**src/sv/lnh_pkg.sv**
```systemverilog
// ----------------------------------------------------------------------------
// lnh_pkg
// Shared types, constants and the byte classifier of the letter n-gram
// histogram unit.
// ----------------------------------------------------------------------------
package lnh_pkg;

    localparam int BYTE_BITS      = 8;
    localparam int SYM_BITS       = 5;
    localparam int LEN_BITS       = 2;
    localparam int KEY_BITS       = 15;
    localparam int OUT_COUNT_BITS = 32;
    localparam int OUT_TOTAL_BITS = 48;
    localparam int WIDE_BITS      = 64;

    // Table address widths, one symbol slot per gram position
    localparam int ADDR_ONE   = SYM_BITS;
    localparam int ADDR_TWO   = 2 * SYM_BITS;
    localparam int ADDR_THREE = 3 * SYM_BITS;

    localparam logic [SYM_BITS-1:0]  SEP_SYMBOL = 5'd26;
    localparam logic [1:0]           FILL_MAX   = 2'd3;
    localparam logic [1:0]           FILL_ONE   = 2'd1;
    localparam logic [1:0]           FILL_TWO   = 2'd2;

    localparam logic [BYTE_BITS-1:0] CHAR_UPPER_A = 8'h41;
    localparam logic [BYTE_BITS-1:0] CHAR_UPPER_Z = 8'h5A;
    localparam logic [BYTE_BITS-1:0] CHAR_LOWER_A = 8'h61;
    localparam logic [BYTE_BITS-1:0] CHAR_LOWER_Z = 8'h7A;

    localparam logic MODE_FEED = 1'b0;
    localparam logic MODE_READ = 1'b1;

    localparam logic [LEN_BITS-1:0] LEN_ONE   = 2'd1;
    localparam logic [LEN_BITS-1:0] LEN_TWO   = 2'd2;
    localparam logic [LEN_BITS-1:0] LEN_THREE = 2'd3;

    typedef struct packed {
        logic                vld;
        logic                inc;
        logic [KEY_BITS-1:0] key;
    } t_tbl_req;

    typedef struct packed {
        logic                en;
        logic [KEY_BITS-1:0] idx;
    } t_clr;

    typedef struct packed {
        logic                vld;
        logic                sep;
        logic [SYM_BITS-1:0] code;
    } t_sym;

    typedef struct packed {
        logic                      sym_vld;
        logic [SYM_BITS-1:0]       sym_code;
        logic [OUT_COUNT_BITS-1:0] gram_count;
        logic [OUT_TOTAL_BITS-1:0] char_total;
        logic [OUT_TOTAL_BITS-1:0] word_total;
    } t_result;

    // Fold letters to 0..25; first non-letter of a run becomes the separator
    function automatic t_sym classify(input logic [BYTE_BITS-1:0] b, input logic last_sep);
        t_sym s;
        s = '0;
        if (b >= CHAR_UPPER_A && b <= CHAR_UPPER_Z) begin
            s.vld  = 1'b1;
            s.code = SYM_BITS'(b - CHAR_UPPER_A);
        end else if (b >= CHAR_LOWER_A && b <= CHAR_LOWER_Z) begin
            s.vld  = 1'b1;
            s.code = SYM_BITS'(b - CHAR_LOWER_A);
        end else if (!last_sep) begin
            s.vld  = 1'b1;
            s.sep  = 1'b1;
            s.code = SEP_SYMBOL;
        end
        return s;
    endfunction

endpackage

```
**src/sv/lnh_front.sv**
```systemverilog
// ----------------------------------------------------------------------------
// lnh_front
// Byte classification, symbol history, fill position and running totals;
// issues the table requests of each accepted read and of each symbol fed.
// ----------------------------------------------------------------------------
module lnh_front #(
    parameter int MAX_GRAM   = 3,
    parameter int TOTAL_BITS = 48
) (
    input  logic                          i_clk,
    input  logic                          i_rst_n,
    input  logic                          i_accept,
    input  logic                          i_mode,
    input  logic                          i_start,
    input  logic [lnh_pkg::BYTE_BITS-1:0] i_byte,
    input  logic [lnh_pkg::KEY_BITS-1:0]  i_read_key,
    output lnh_pkg::t_sym                 o_sym,
    output lnh_pkg::t_tbl_req             o_req_one,
    output lnh_pkg::t_tbl_req             o_req_two,
    output lnh_pkg::t_tbl_req             o_req_three,
    output logic [TOTAL_BITS-1:0]         o_chars,
    output logic [TOTAL_BITS-1:0]         o_words
);
    import lnh_pkg::*;

    localparam int GRAM_LIM = (MAX_GRAM > 3) ? 3 : MAX_GRAM;

    logic [KEY_BITS-1:0]   r_hist, n_hist;
    logic [1:0]            r_fill, n_fill;
    logic                  r_last_sep, n_last_sep;
    logic [TOTAL_BITS-1:0] r_chars, n_chars;
    logic [TOTAL_BITS-1:0] r_words, n_words;

    logic [KEY_BITS-1:0] hist0;
    logic [1:0]          fill0;
    logic                sep0;
    logic                feed;
    logic                rd;
    t_sym                sym;

    always_comb begin
        hist0 = i_start ? '0 : r_hist;
        fill0 = i_start ? '0 : r_fill;
        sep0  = i_start ? 1'b0 : r_last_sep;
        sym   = classify(i_byte, sep0);
        feed  = i_accept && (i_mode == MODE_FEED);
        rd    = i_accept && (i_mode == MODE_READ);

        n_hist     = r_hist;
        n_fill     = r_fill;
        n_last_sep = r_last_sep;
        n_chars    = r_chars;
        n_words    = r_words;
        o_req_one   = '0;
        o_req_two   = '0;
        o_req_three = '0;

        if (feed) begin
            n_hist     = hist0;
            n_fill     = fill0;
            n_last_sep = sym.vld ? sym.sep : sep0;
            if (sym.vld) begin
                n_hist  = {hist0[KEY_BITS-SYM_BITS-1:0], sym.code};
                n_chars = (r_chars == '1) ? r_chars : r_chars + TOTAL_BITS'(1);
                if (sym.sep) begin
                    n_words = (r_words == '1) ? r_words : r_words + TOTAL_BITS'(1);
                end
                if (fill0 != FILL_MAX) begin
                    n_fill = fill0 + FILL_ONE;
                end
                o_req_one.inc   = (GRAM_LIM >= 1);
                o_req_two.inc   = (GRAM_LIM >= 2) && (fill0 >= FILL_ONE);
                o_req_three.inc = (GRAM_LIM >= 3) && (fill0 >= FILL_TWO);
                o_req_one.vld   = o_req_one.inc;
                o_req_two.vld   = o_req_two.inc;
                o_req_three.vld = o_req_three.inc;
                o_req_one.key   = n_hist;
                o_req_two.key   = n_hist;
                o_req_three.key = n_hist;
            end
        end else if (rd) begin
            o_req_one   = '{vld: 1'b1, inc: 1'b0, key: i_read_key};
            o_req_two   = '{vld: 1'b1, inc: 1'b0, key: i_read_key};
            o_req_three = '{vld: 1'b1, inc: 1'b0, key: i_read_key};
        end

        o_sym   = feed ? sym : '0;
        o_chars = n_chars;
        o_words = n_words;
    end

    always_ff @(posedge i_clk) begin
        if (!i_rst_n) begin
            r_hist     <= '0;
            r_fill     <= '0;
            r_last_sep <= 1'b0;
            r_chars    <= '0;
            r_words    <= '0;
        end else begin
            r_hist     <= n_hist;
            r_fill     <= n_fill;
            r_last_sep <= n_last_sep;
            r_chars    <= n_chars;
            r_words    <= n_words;
        end
    end

endmodule

```
**config.mk**
```make
export PLATFORM = sky130hd
export DESIGN_NAME = lnh_front
export DESIGN_NICKNAME = d
export VERILOG_FILES = /design/src/sv/lnh_pkg.sv /design/src/sv/lnh_front.sv
export SDC_FILE = /design/constraint.sdc
export NUM_CORES = 1
export LEC_CHECK = 0
export BUFFER_PORTS_ARGS = -buffer_cell sky130_fd_sc_hd__buf_2
export CORE_ASPECT_RATIO = 1.4
export CORE_UTILIZATION = 50
export CTS_CLUSTER_SIZE = 14
export DETAILED_ROUTE_END_ITERATION = 10
export HOLD_SLACK_MARGIN = 0.05
export PLACE_DENSITY = 0.82
export SETUP_SLACK_MARGIN = 0.4
export SYNTH_ARGS = -nofsm -noshare
export SYNTH_HDL_FRONTEND = slang
export SYNTH_SLANG_ARGS = --single-unit
```
**constraint.sdc**
```tcl
create_clock -name i_clk -period 7.25 [get_ports i_clk]
set_input_delay 0.3625 -clock i_clk [delete_from_list [all_inputs] [get_ports i_clk]]
set_output_delay 0.3625 -clock i_clk [all_outputs]
set_load 0.1 [all_outputs]
```
==> insert_results.sql <==
INSERT INTO impl_metrics (metric_group, metric, value, unit) VALUES
('global_route', 'grt_pass1_wl', '27600', 'um'),
('global_route', 'vias_in_the_first_global_route', '5731', ''),
('cells_and_area', 'finalNonFillerCells', '1124', ''),
('logic_synthesis', 'synth-warning-count', '0', ''),
('clock_network', 'cts_post_setup_buffers_inserted', '0', ''),
('logic_synthesis', 'ys_top_cells_by_count', 'sky130_fd_sc_hd__dfxtp_1 (109), sky130_fd_sc_hd__nand2_1 (94), sky130_fd_sc_hd__and2_1 (63), sky130_fd_sc_hd__xnor2_1 (46)', ''),
('pwr', 'power_density', '177', 'nW/um^2'),
('timing', 'fin_crit', '4240', 'ps'),
('run_status', 'status', 'completed', ''),
('drt', 'route.detailed.wl_per_inst', '15.3', 'um'),
('logic_synthesis', 'synth.yosys.seq_area_share', '32.3', '%'),
('floorplanning', 'die_h', '140', 'um'),
('timing', 'grt_setup_unrepaired', 'no', ''),
('setup_path', 'worst-path-max-fanout', '18', ''),
('timing', 'final_setup_violating_endpoints', '0', ''),
('logic_synthesis', 'synth_enable_flop_cells', '0', ''),
('logic_synthesis', 'async_flop_share', '0', '%'),
('drt', 'num_vias', '6300', ''),
('logic_synthesis', 'yosys-top-cells-area', 'sky130_fd_sc_hd__dfxtp_1 (32%), sky130_fd_sc_hd__xnor2_1 (6.0%), sky130_fd_sc_hd__and2_1 (5.8%)', ''),
('clock_network', 'cts-resized-gates', '0', ''),
('cells_and_area', 'multi_input_gate_area', '4110', 'um^2'),
('clock_network', 'cts_tree', 'yes', ''),
('clock_network', 'clock_latency_reported_for_the_late_side_of_the_worst_skew_pair', '350', 'ps'),
('clock_network', 'cts_hold_buf', '0', ''),
('clock_network', 'clk_path_buf_depth', '2', ''),
('timing', 'slew_headroom', '29.3', '%'),
('cells_and_area', 'area_delta_synth_final', '16.0', '%'),
('drt', 'wirelength_met1', '6980', 'um'),
('worst_hold_path', 'hold_crit_class', 'primary input to flip-flop', ''),
('logic_synthesis', 'avgSynthCellArea', '8.27', 'um^2'),
('place', 'hpwl', '13000', 'um'),
('timing', 'hold_ws', '242', 'ps'),
('global_route', 'grt_start_max_net_pins', '87', ''),
('floorplanning', 'num_rows', '49', ''),
('place', 'placed_cell_area', '7520', 'um^2'),
('setup_path', 'critPathKind', 'primary input to primary output', ''),
('drt', 'antenna_left', '0', ''),
('pwr', 'power_leakage', '3.59', 'nW'),
('setup_path', 'r2r_end', 'r_chars[1]$_SDFF_PN0_', ''),
('cells_and_area', 'n_fill_cell', '1211', ''),
('drt', 'route.met2.wl', '8540', 'um'),
('logic_synthesis', 'synth_cell_type_count', '53', ''),
('drt', 'detail_route.drc_violations', '0', ''),
('setup_path', 'cells_traversed_along_the_worst_timing_path', 'buf_2 > inv_1 > ha_1 > or3b_1 > or3_4 > and3_1 > nor2_1 > inv_1 > and4_1 > xor2_1 > buf_2', ''),
('logic_synthesis', 'syn_inst', '817', ''),
('drt', 'drt_first_pass_iters', '5', ''),
('global_route', 'globalRoute.totalOverflow', '0', ''),
('cells_and_area', 'finish.utilization', '60.3', '%'),
('timing', 'skew', '7.94', 'ps'),
('global_route', 'antenna_found_initial', '0', ''),
('setup_path', 'cp_data_arrival_time', '3880', 'ps'),
('logic_synthesis', 'synth_top_area_share', '32.3', '%'),
('place', 'io_buffers', '181', ''),
('logic_synthesis', 'postSynthNetCount', '850', ''),
('cells_and_area', 'finish.net_count', '974', ''),
('setup_path', 'reg2reg_setup_slack', '3990', 'ps'),
('flow_run', 'maxCapViolCount', '0', ''),
('worst_hold_path', 'holdPathStages', '2', ''),
('setup_path', 'worstReg2RegStart', 'r_chars[0]$_SDFF_PN0_', ''),
('place', 'numPlacedInstances', '1108', ''),
('worst_hold_path', 'worst_hold_endpoint', 'r_fill[1]$_SDFFE_PN0P_', ''),
('drt', 'wirelength', '17200', 'um'),
('setup_path', 'critPathSlowestCell', 'sky130_fd_sc_hd__nor2_1', ''),
('timing', 'final-max-slew-violation-count', '0', ''),
('place', 'gp_congestion', '0.902', ''),
('setup_path', 'worstPathRequired', '6890', 'ps'),
('logic_synthesis', 'synth.most_common_cell', 'sky130_fd_sc_hd__dfxtp_1', ''),
('setup_path', 'worst-r2r-cell-count', '7', ''),
('floorplanning', 'design.die.area', '14000', 'um^2'),
('clock_network', 'cts_htree_levels', '3', ''),
('timing', 'number_of_hold_violations_in_the_final_report', '0', '');
-- routing by layer --
| metal | global-route usage (%) | vias up |
|---|---|---|
| li1 | - | 3100 |
| met1 | 29.6 | 2919 |
| met2 | 42.0 | 236 |
| met3 | 3.37 | 45 |
| met4 | 13.2 | 0 |
| met5 | 0 | - |
-- logic make-up after synthesis --
family	after synthesis	share of synthesized area, %
DFF	109	32.3
muxes	40	5.98
AOI/OAI and AO/OA	70	7.42
xor gates and xnor gates	91	11.8
adders and majority gates	5	0.926
buffers and inverters	91	6.96
and+or+nand+nor	411	34.6
-- area by class of cell --
class,count,area share [%]
timing repair buffer,183,11.8
tap,178,2.84
clock buffer,10,3.05
inverter,21,1.00
sequential,109,27.8
multi-input combinational,617,52.4
clock inverter,6,1.10
-- critical path: cells and delay by family --
kind	cells	cell delay (ps)
buffers and inverters	4	990
adder cells (fa/ha/maj)	1	170
XOR/XNOR	1	170
AND/OR/NAND/NOR	5	2170
-- worst max-delay path by stage --
stage                   start              to  slack, ps  cells after the start
floorplan           i_byte[0]  o_req_three[1]       2230                      9
global route        i_byte[0]     o_chars[46]       2780                     11
finish              i_byte[0]     o_chars[46]       3010                     11
detailed placement  i_byte[0]     o_chars[46]       3010                     11
CTS                 i_byte[0]     o_chars[46]       2990                     11
global placement    i_byte[0]     o_chars[46]       3080                     11
-- report_power, final --
| part | leakage (nW) | total [mW] | internal (mW) | switching (mW) |
|---|---|---|---|---|
| Combinational | 2.56 | 0.243 | 0.0362 | 0.206 |
| Clock | 0.158 | 0.539 | 0.312 | 0.227 |
| Sequential | 0.879 | 0.607 | 0.603 | 0.00430 |
-- sequential cells by signal, indices dropped and copies added, names as in the netlist --
signal      count
r_chars        48
r_words        48
r_hist         10
r_fill          2
r_last_sep      1
-- placed cells by master, fill, tap and decap left out, types with 8 or more instances in the layout --
cell type,instances
sky130_fd_sc_hd__inv_1,21
sky130_fd_sc_hd__a21oi_1,12
sky130_fd_sc_hd__mux2i_1,37
sky130_fd_sc_hd__xor2_1,45
sky130_fd_sc_hd__and3_1,16
sky130_fd_sc_hd__dfxtp_1,109
sky130_fd_sc_hd__nor3_1,28
sky130_fd_sc_hd__and4_1,20
sky130_fd_sc_hd__buf_2,180
sky130_fd_sc_hd__or3_1,9
sky130_fd_sc_hd__nand2b_1,32
sky130_fd_sc_hd__clkbuf_16,9
sky130_fd_sc_hd__nand4_1,33
sky130_fd_sc_hd__nor4_1,10
sky130_fd_sc_hd__xnor2_1,46
sky130_fd_sc_hd__a22o_1,10
sky130_fd_sc_hd__o211ai_1,8
sky130_fd_sc_hd__nand2_1,94
sky130_fd_sc_hd__nor2_1,29
sky130_fd_sc_hd__o21ai_0,10
sky130_fd_sc_hd__and2_1,63
sky130_fd_sc_hd__nand3_1,45
-- per-stage QoR --
step / power (mW) / setup slack, ps
2_1_floorplan: 0.836 / 2230
3_3_place_gp: 0.862 / 3080
3_5_place_dp: 0.864 / 3010
4_1_cts: 1.40 / 2990
5_1_grt: 1.43 / 2780
6_report: 1.39 / 3010
Note: power is estimated with default switching activity, not from simulation.
