**src/sv/lnh_pkg.sv**
```systemverilog
// ----------------------------------------------------------------------------
// lnh_pkg
// Shared types, constants and the byte classifier of the letter n-gram
// histogram unit.
// ----------------------------------------------------------------------------
package lnh_pkg;

    localparam int BYTE_BITS      = 8;
    localparam int SYM_BITS       = 5;
    localparam int LEN_BITS       = 2;
    localparam int KEY_BITS       = 15;
    localparam int OUT_COUNT_BITS = 32;
    localparam int OUT_TOTAL_BITS = 48;
    localparam int WIDE_BITS      = 64;

    // Table address widths, one symbol slot per gram position
    localparam int ADDR_ONE   = SYM_BITS;
    localparam int ADDR_TWO   = 2 * SYM_BITS;
    localparam int ADDR_THREE = 3 * SYM_BITS;

    localparam logic [SYM_BITS-1:0]  SEP_SYMBOL = 5'd26;
    localparam logic [1:0]           FILL_MAX   = 2'd3;
    localparam logic [1:0]           FILL_ONE   = 2'd1;
    localparam logic [1:0]           FILL_TWO   = 2'd2;

    localparam logic [BYTE_BITS-1:0] CHAR_UPPER_A = 8'h41;
    localparam logic [BYTE_BITS-1:0] CHAR_UPPER_Z = 8'h5A;
    localparam logic [BYTE_BITS-1:0] CHAR_LOWER_A = 8'h61;
    localparam logic [BYTE_BITS-1:0] CHAR_LOWER_Z = 8'h7A;

    localparam logic MODE_FEED = 1'b0;
    localparam logic MODE_READ = 1'b1;

    localparam logic [LEN_BITS-1:0] LEN_ONE   = 2'd1;
    localparam logic [LEN_BITS-1:0] LEN_TWO   = 2'd2;
    localparam logic [LEN_BITS-1:0] LEN_THREE = 2'd3;

    typedef struct packed {
        logic                vld;
        logic                inc;
        logic [KEY_BITS-1:0] key;
    } t_tbl_req;

    typedef struct packed {
        logic                en;
        logic [KEY_BITS-1:0] idx;
    } t_clr;

    typedef struct packed {
        logic                vld;
        logic                sep;
        logic [SYM_BITS-1:0] code;
    } t_sym;

    typedef struct packed {
        logic                      sym_vld;
        logic [SYM_BITS-1:0]       sym_code;
        logic [OUT_COUNT_BITS-1:0] gram_count;
        logic [OUT_TOTAL_BITS-1:0] char_total;
        logic [OUT_TOTAL_BITS-1:0] word_total;
    } t_result;

    // Fold letters to 0..25; first non-letter of a run becomes the separator
    function automatic t_sym classify(input logic [BYTE_BITS-1:0] b, input logic last_sep);
        t_sym s;
        s = '0;
        if (b >= CHAR_UPPER_A && b <= CHAR_UPPER_Z) begin
            s.vld  = 1'b1;
            s.code = SYM_BITS'(b - CHAR_UPPER_A);
        end else if (b >= CHAR_LOWER_A && b <= CHAR_LOWER_Z) begin
            s.vld  = 1'b1;
            s.code = SYM_BITS'(b - CHAR_LOWER_A);
        end else if (!last_sep) begin
            s.vld  = 1'b1;
            s.sep  = 1'b1;
            s.code = SEP_SYMBOL;
        end
        return s;
    endfunction

endpackage

```
**src/sv/lnh_count_table.sv**
```systemverilog
// ----------------------------------------------------------------------------
// lnh_count_table
// One histogram table: synchronous memory with saturating read-modify-write,
// one-deep write bypass and a clearing write port.
// ----------------------------------------------------------------------------
module lnh_count_table #(
    parameter int ADDR_BITS  = 5,
    parameter int COUNT_BITS = 32
) (
    input  logic                  i_clk,
    input  logic                  i_rst_n,
    input  lnh_pkg::t_clr         i_clr,
    input  lnh_pkg::t_tbl_req     i_req,
    output logic [COUNT_BITS-1:0] o_value
);
    import lnh_pkg::*;

    localparam int DEPTH = 1 << ADDR_BITS;

    logic [COUNT_BITS-1:0] r_mem [DEPTH];
    logic [COUNT_BITS-1:0] r_rdata;
    logic [ADDR_BITS-1:0]  r_addr;
    logic                  r_inc;
    logic                  r_vld;
    logic                  r_byp_vld;
    logic [ADDR_BITS-1:0]  r_byp_addr;
    logic [COUNT_BITS-1:0] r_byp_data;

    logic [COUNT_BITS-1:0] cur;
    logic [COUNT_BITS-1:0] inc_val;
    logic                  item_wr;
    logic                  wr_en;
    logic [ADDR_BITS-1:0]  wr_addr;
    logic [COUNT_BITS-1:0] wr_data;

    always_comb begin
        // Take the write that landed on the same edge as our read
        cur     = (r_byp_vld && (r_byp_addr == r_addr)) ? r_byp_data : r_rdata;
        inc_val = (cur == '1) ? cur : cur + COUNT_BITS'(1);
        item_wr = r_vld && r_inc;
        wr_en   = i_clr.en || item_wr;
        wr_addr = i_clr.en ? i_clr.idx[ADDR_BITS-1:0] : r_addr;
        wr_data = i_clr.en ? '0 : inc_val;
    end

    assign o_value = cur;

    always_ff @(posedge i_clk) begin
        if (wr_en) begin
            r_mem[wr_addr] <= wr_data;
        end
        if (i_req.vld) begin
            r_rdata <= r_mem[i_req.key[ADDR_BITS-1:0]];
            r_addr  <= i_req.key[ADDR_BITS-1:0];
            r_inc   <= i_req.inc;
        end
        r_byp_addr <= wr_addr;
        r_byp_data <= wr_data;
    end

    always_ff @(posedge i_clk) begin
        if (!i_rst_n) begin
            r_vld     <= 1'b0;
            r_byp_vld <= 1'b0;
        end else begin
            r_vld     <= i_req.vld;
            r_byp_vld <= item_wr && !i_clr.en;
        end
    end

`ifndef SYNTHESIS
    a_no_req_in_clear: assert property (@(posedge i_clk) disable iff (!i_rst_n)
        i_clr.en |-> !i_req.vld)
        else $error("table request during clearing pass");
    a_no_item_in_clear: assert property (@(posedge i_clk) disable iff (!i_rst_n)
        i_clr.en |-> !r_vld)
        else $error("clear write collides with a pending increment");
    a_bypass_follows: assert property (@(posedge i_clk) disable iff (!i_rst_n)
        (item_wr && !i_clr.en) |=> (r_byp_vld && r_byp_data == $past(inc_val)))
        else $error("bypass does not hold the last increment");
`endif

endmodule

```
**config.mk**
```make
export PLATFORM = sky130hd
export DESIGN_NAME = lnh_count_table
export DESIGN_NICKNAME = d
export VERILOG_FILES = /design/src/sv/lnh_pkg.sv /design/src/sv/lnh_count_table.sv
export SDC_FILE = /design/constraint.sdc
export NUM_CORES = 1
export LEC_CHECK = 0
export BUFFER_PORTS_ARGS = -buffer_cell sky130_fd_sc_hd__buf_4
export CORE_UTILIZATION = 60
export DETAILED_ROUTE_END_ITERATION = 6
export PLACE_DENSITY = 0.75
export SLEW_MARGIN = 20
export SYNTH_ARGS = -nofsm -noshare
export SYNTH_HDL_FRONTEND = slang
export SYNTH_SLANG_ARGS = --single-unit
```
**constraint.sdc**
```tcl
create_clock -name i_clk -period 8 [get_ports i_clk]
set_input_delay 0.4 -clock i_clk [delete_from_list [all_inputs] [get_ports i_clk]]
set_output_delay 0.4 -clock i_clk [all_outputs]
set_load 0.05 [all_outputs]
```
==> results.yml, run 1 <==
status:
  outcome: "finished, violations left"
  violations_in_the_final_reports: "DRC"
hold_path:
  hold_path_startpoint: "i_clr[1]"
  hold_path_class: "primary input to register"
  worstHoldPathCells: 2
  worst_hold_path.endpoint: "r_byp_addr[1]$_DFF_P_"
clock_tree:
  max-clock-path-buffers: 3
  clock_sinks: 1101
  numCtsBuffers: 103
  post_cts_resize_count: 0
  cts.root.buffer_cell: "clkbuf_16"
  tritoncts: "built"
  htreeDepth: 3
  holdBufCountCts: 2
  insertion_delay_ns: 0.68
  clk_transition_reported_paths_ns: 0.06
  post-cts-setup-buffer-count: 0
global_routing:
  grt_antenna_before_repair: 0
  wire_length_of_the_first_global_routing_pass_mm: 157
  gr-usage-all-layers: 0.306
  grt-ovfl-total: 0
  first_global_vias: 22161
  maximum_number_of_pins_on_one_net_before_global_route_repair: 155
layout:
  final_layout_size_suffix_gt1_frac: 0.320
  finalNonFillerCells: 3116
  seqCellArea_um2: 32700
  diodes: 0
  filler_cell_count_in_the_final_layout: 4245
  area_used_by_multi_input_combinational_logic_um2: 10500
  nets: 2118
  syn2layout_area_growth_pct: 12.7
synth:
  ys_seq_elements: 1101
  syn-cell-area_um2: 43200
  asyncSetResetFlopFracSynth: 0
  synth-seq-area-share: 0.756
  netlist_instances: 1969
  synth_fp_nets: 2005
  synth_edf_count: 1062
  ys_dominant_reg_cell: "edfxtp_1"
  avgSynthCellArea_um2: 22.0
  netlist-cell-type-count: 62
  synth_warnings: 0
detailed_routing:
  dr.max_layer_used: "met4"
  first_iter_violations: 3155
  drt-vias-per-instance: 7.04
  routed-wl-met2_mm: 53.2
  wl_per_cell_um: 35.2
  routed_length_on_met3_mm: 12.0
  routedLengthMet1_mm: 40.0
  detail-route-antenna-nets: 0
  detail_route.drc_violations: 17
  postRouteWirelength_mm: 110
  first_pass_iters: 7
  vias: 21947
timing:
  period_share: 0.712
  setup_violations: 0
  hold_violations: 0
  rsz0062_at_grt: "false"
  slew_viol_final: 0
  final_min_period_ns: 5.70
  totalNegativeSetupSlack_ns: 0
  worst_slew_pin_tran_ns: 1.29
  max_freq_mhz: 175
  fin_worst_skew_ns: 0.0286
  slew_headroom: 0.138
setup_path:
  timing.critical_path.arrival_ns: 6.03
  r2r_setup_slack_ns: 2.30
  worst_r2r_endpoint: "r_mem[23][6]$_DFFE_PP_"
  ff2ff_path_depth: 10
  worst-path-max-fanout: 33
  worstPathRequired_ns: 8.33
  timing.critical_path.to_type: "register"
  crit_type: "register to register"
  cp_launch_type: "register"
  regToRegStartpoint: "r_addr[3]$_DFFE_PP_"
job:
  drv.max_cap_violation_count: 0
placement:
  final_hpwl_from_detailed_placement_mm: 57.8
  weighted_congestion_at_the_end_of_routability_driven_global_placement: 0.931
  numPlacedInstances: 2924
  io_buffers: 46
die:
  design.die.area_um2: 73200
  die_y_um: 270
  core_um2: 71400
  chipWidth_um: 270
  floorplan.initialDensity: 0.606
  core.rowCount: 98
  io_pins: 67
power_and_ir_drop:
  static_leakage_nw: 15.3
  pwr_density_cell_nw_per_um2: 254
  ir_drop_v: 0.000174
==> critical path, cell delays in order, from the launching register on <==
cell      delay (ns)
edfxtp_1        0.41
xnor2_1         0.19
and2_1          0.87
nand2_1         0.80
mux2_2          0.47
ha_1            0.26
nand4_1         0.28
nor3_1          0.33
or2_1           0.69
a21oi_1         0.24
mux2i_4         0.77
==> final cells by class <==
cell class / count / area share
flip-flops and latches: 1101 / 0.671
well taps: 950 / 0.0244
inverters: 23 / 0.00177
multi-input cells: 744 / 0.214
clock inverters: 56 / 0.0124
clock buffers: 133 / 0.0586
repair buffers: 109 / 0.0178
==> cells by family (layout without fill, tap and decap cells) <==
group | Yosys count | after routing | synth area share
adders and majority gates | 1 | 1 | 0.000289
muxes | 399 | 399 | 0.186
and+or+nand+nor | 243 | 243 | 0.0290
DFF | 1101 | 1101 | 0.756
buffers and inverters | 124 | 321 | 0.0119
AOI/OAI and AO/OA | 94 | 94 | 0.0154
xor gates and xnor gates | 7 | 7 | 0.00142
==> worst max-delay path by stage <==
stage                   startpoint                       to  slack [ns]  cells after the start
2_1_floorplan  r_addr[4]$_DFFE_PP_   r_mem[0][31]$_DFFE_PP_        2.97                     15
3_3_place_gp   r_addr[3]$_DFFE_PP_   r_mem[16][6]$_DFFE_PP_        2.37                     10
3_5_place_dp   r_addr[3]$_DFFE_PP_  r_mem[10][31]$_DFFE_PP_        2.34                     10
4_1_cts        r_addr[3]$_DFFE_PP_  r_mem[30][31]$_DFFE_PP_        2.26                     10
5_1_grt        r_addr[3]$_DFFE_PP_   r_mem[29][6]$_DFFE_PP_        2.18                     10
6_report       r_addr[3]$_DFFE_PP_   r_mem[23][6]$_DFFE_PP_        2.30                     10
==> cell usage in the layout, fill, tap and decap left out, types with 7 or more instances in the layout <==
master / instances
mux2i_2: 10
bufinv_16: 12
o21ai_0: 9
nor2_4: 33
nor3_1: 21
clkinv_1: 17
a211oi_1: 7
xnor2_1: 7
and4_1: 13
and3_1: 9
clkbuf_1: 18
clkinv_2: 17
inv_1: 23
clkbuf_16: 107
or2_1: 12
nand3_1: 25
mux2_2: 47
mux2i_1: 16
a21oi_1: 27
mux4_2: 320
edfxtp_1: 1062
clkbuf_8: 8
and2_1: 12
nor2_1: 21
dfxtp_1: 39
nand4_1: 18
buf_4: 102
nand2_1: 53
==> sequential cells by signal (all words and copies together) (netlist names) <==
register and count:
r_rdata 32, r_addr 5, r_mem 1024, r_byp_addr 5
r_vld 1, r_inc 1, r_byp_data 32, r_byp_vld 1
==> metal layers <==
metal	vias to the layer above	track usage
met5	-	0
met4	0	0.127
met3	298	0.0630
met2	1577	0.479
met1	11506	0.427
li1	8566	-
==> through the flow <==
step                      setup WS [ns]  utilization  total power, W  hold WS [ns]  area (µm²)
after floorplan                    2.97            -         0.00716         0.495       43200
after global placement             2.37        0.633         0.00742         0.536       45200
after detailed placement           2.34        0.634         0.00745         0.532       45200
after CTS                          2.26        0.682          0.0124        0.0363       48700
after global routing               2.18        0.683          0.0126        0.0904       48700
final                              2.30        0.683          0.0124        0.0831       48700
==> synthesized netlist by cell type, drive strengths merged, types with 25 or more instances <==
cell type  count  area share
dfxtp         39       0.018
nand3         25      0.0029
a21oi         29      0.0034
clkbuf        60      0.0052
nor2          54      0.0047
nand2         53      0.0046
buf           41      0.0047
nor3          26      0.0030
mux2i         29      0.0067
mux4         320        0.17
mux2          50       0.013
edfxtp      1062        0.74
==> power by group <==
part	total, W	internal, W	switching [W]
Combinational	0.000805	0.000292	0.000512
Clock	0.00501	0.00290	0.00211
Sequential	0.00654	0.00648	0.0000600
(Power assumes the default switching activity.)
==> run 2: changes to the inputs <==
clock period = 5.7 ns   (was 8 ns; I/O delays follow)
==> run 2 against run 1 <==
  * The run now ends clean
  * Die area stayed put
  * Sequential power increased by 40%
  * First-iteration DRC count increased by 0.60%
  * Final area is 0.22% higher
  * Utilization rose by 0.15 points
  * Global-route usage up 0.17 points
  * Total power increased by 41%
  * Register-to-register slack worse by 1.3 ns
  * Non-clock buffer count is 15 higher
  * Critical path depth is 2 higher
  * Via count shrank 0.74%
  * Clock power increased by 41%
  * Largest power group unchanged
==> results.yml, run 2 (same netlist as run 1, synthesis figures left out) <==
status:
  outcome: "finished, final reports clean"
detailed_routing:
  vias: 21784
  wl_per_cell_um: 35.5
  detail_route.drc_violations: 0
  detail-route-antenna-nets: 0
  postRouteWirelength_mm: 111
  first_iter_violations: 3174
  drt-vias-per-instance: 6.95
  first_pass_iters: 6
timing:
  totalNegativeSetupSlack_ns: 0
  max_freq_mhz: 211
  setup_violations: 0
  worst_slew_pin_tran_ns: 1.23
  slew_viol_final: 0
  period_share: 0.831
  final_min_period_ns: 4.74
  hold_violations: 0
  fin_worst_skew_ns: 0.0326
  postLayoutSetupSlackWorst_ns: 0.962
  rsz0062_at_grt: "false"
  slew_headroom: 0.175
power_and_ir_drop:
  static_leakage_nw: 15.4
  pwr-share-comb: 0.066
  power.switching_fraction: 0.218
  clock_power_share: 0.406
  cell_internal_pwr_w: 0.0136
  pwr_density_cell_nw_per_um2: 356
  ir_drop_v: 0.000233
  power.net_switching_w: 0.00378
  sequentialPowerShare: 0.529
clock_tree:
  holdBufCountCts: 6
  tritoncts: "built"
  numCtsBuffers: 105
  clk_transition_reported_paths_ns: 0.07
  insertion_delay_ns: 0.67
  max-clock-path-buffers: 3
  htreeDepth: 3
  post_cts_resize_count: 0
  clock_sinks: 1101
  post-cts-setup-buffer-count: 0
  cts.root.buffer_cell: "clkbuf_16"
placement:
  numPlacedInstances: 2936
  weighted_congestion_at_the_end_of_routability_driven_global_placement: 0.932
  final_hpwl_from_detailed_placement_mm: 59.4
  preCtsSetupSlack_ns: 1.19
  io_buffers: 46
hold_path:
  hold_path_startpoint: "i_clr[4]"
  hold_path_class: "primary input to register"
  worst_hold_path.endpoint: "r_byp_addr[4]$_DFF_P_"
  worstHoldPathCells: 3
die:
  core.rowCount: 98
  design.die.area_um2: 73200
  floorplan.initialDensity: 0.606
  die_y_um: 270
  chipWidth_um: 270
  io_pins: 67
  core_um2: 71400
layout:
  finalNonFillerCells: 3133
  regMostFlops: "r_mem"
  syn2layout_area_growth_pct: 12.9
  seqCellArea_um2: 32700
  number_of_flip_flops_in_the_largest_register: 1024
  layout.cells.most_common: "edfxtp_1"
  final_layout_size_suffix_gt1_frac: 0.322
  filler_cell_count_in_the_final_layout: 4267
  nets: 2135
  top_regs: "r_mem: 1024 flops, r_byp_data: 32 flops, r_rdata: 32 flops"
  final_cell_mix: "edfxtp_1 (1,062), mux4_2 (320), buf_4 (111)"
  area_used_by_multi_input_combinational_logic_um2: 10400
  diodes: 0
global_routing:
  maximum_number_of_pins_on_one_net_before_global_route_repair: 93
  grt_antenna_before_repair: 1
  grt-ovfl-total: 0
  first_global_vias: 22235
  gr-usage-all-layers: 0.307
  wire_length_of_the_first_global_routing_pass_mm: 158
setup_path:
  crit_type: "register to register"
  timing.critical_path.arrival_ns: 5.05
  ff2ff_path_depth: 12
  startpoint: "r_addr[2]$_DFFE_PP_"
  r2r_setup_slack_ns: 0.96
  worst_r2r_endpoint: "r_mem[13][19]$_DFFE_PP_"
  worstPathRequired_ns: 6.01
  timing.critical_path.to_type: "register"
  worst-path-max-fanout: 33
  regToRegStartpoint: "r_addr[2]$_DFFE_PP_"
  cp_launch_type: "register"
job:
  drv.max_cap_violation_count: 0
## run 2: power groups by stage
| stage | sequential, W | combinational (W) | clock (W) |
|---|---|---|---|
| finish | 0.00918 | 0.00114 | 0.00704 |
| global placement | 0.00933 | 0.00110 | 0 |
| CTS | 0.00917 | 0.00114 | 0.00710 |
| global route | 0.00918 | 0.00120 | 0.00738 |
| floorplan | 0.00932 | 0.000724 | 0 |
| detailed placement | 0.00934 | 0.00112 | 0 |
## run 2: area by class of cell
class | count | share of cell area
Multi-Input combinational cell | 744 | 0.213
Clock inverter | 52 | 0.0130
Sequential cell | 1101 | 0.669
Timing Repair Buffer | 124 | 0.0210
Inverter | 23 | 0.00177
Tap cell | 950 | 0.0243
Clock buffer | 139 | 0.0577
## run 2: per-stage QoR
step                      total power (W)  area (µm²)  utilization  hold WS [ns]
after floorplan                    0.0100       43200            -         0.384
after global placement             0.0104       45300        0.635         0.502
after detailed placement           0.0105       45300        0.635         0.505
after CTS                          0.0174       48800        0.684        0.0960
after global routing               0.0178       48800        0.684         0.146
final                              0.0174       48800        0.684         0.147
## run 2: critical path, cell delays in order (launching register included)
cell      delay, ns
edfxtp_1       0.42
xnor2_1        0.25
and4_1         0.21
buf_4          0.33
nand2_1        0.09
buf_4          0.23
mux2_2         0.30
ha_1           0.25
nand4_1        0.30
or4_1          0.57
a32oi_2        0.45
o211ai_1       0.16
nand2_1        0.78
## run 2: how the worst max path moves through the flow
stage | end | cells after the start
after floorplan | r_mem[0][31]$_DFFE_PP_ | 15
after global placement | r_mem[6][19]$_DFFE_PP_ | 12
after detailed placement | r_mem[15][19]$_DFFE_PP_ | 12
after CTS | r_mem[16][17]$_DFFE_PP_ | 12
after global routing | r_mem[7][19]$_DFFE_PP_ | 12
final | r_mem[13][19]$_DFFE_PP_ | 12
## run 2: metal layers
metal | up-vias | GRT usage | share of wire
met5 | - | 0 | 0
met4 | 0 | 0.110 | 0.035
met3 | 230 | 0.0541 | 0.10
met2 | 1475 | 0.502 | 0.50
met1 | 11475 | 0.424 | 0.36
li1 | 8604 | - | -
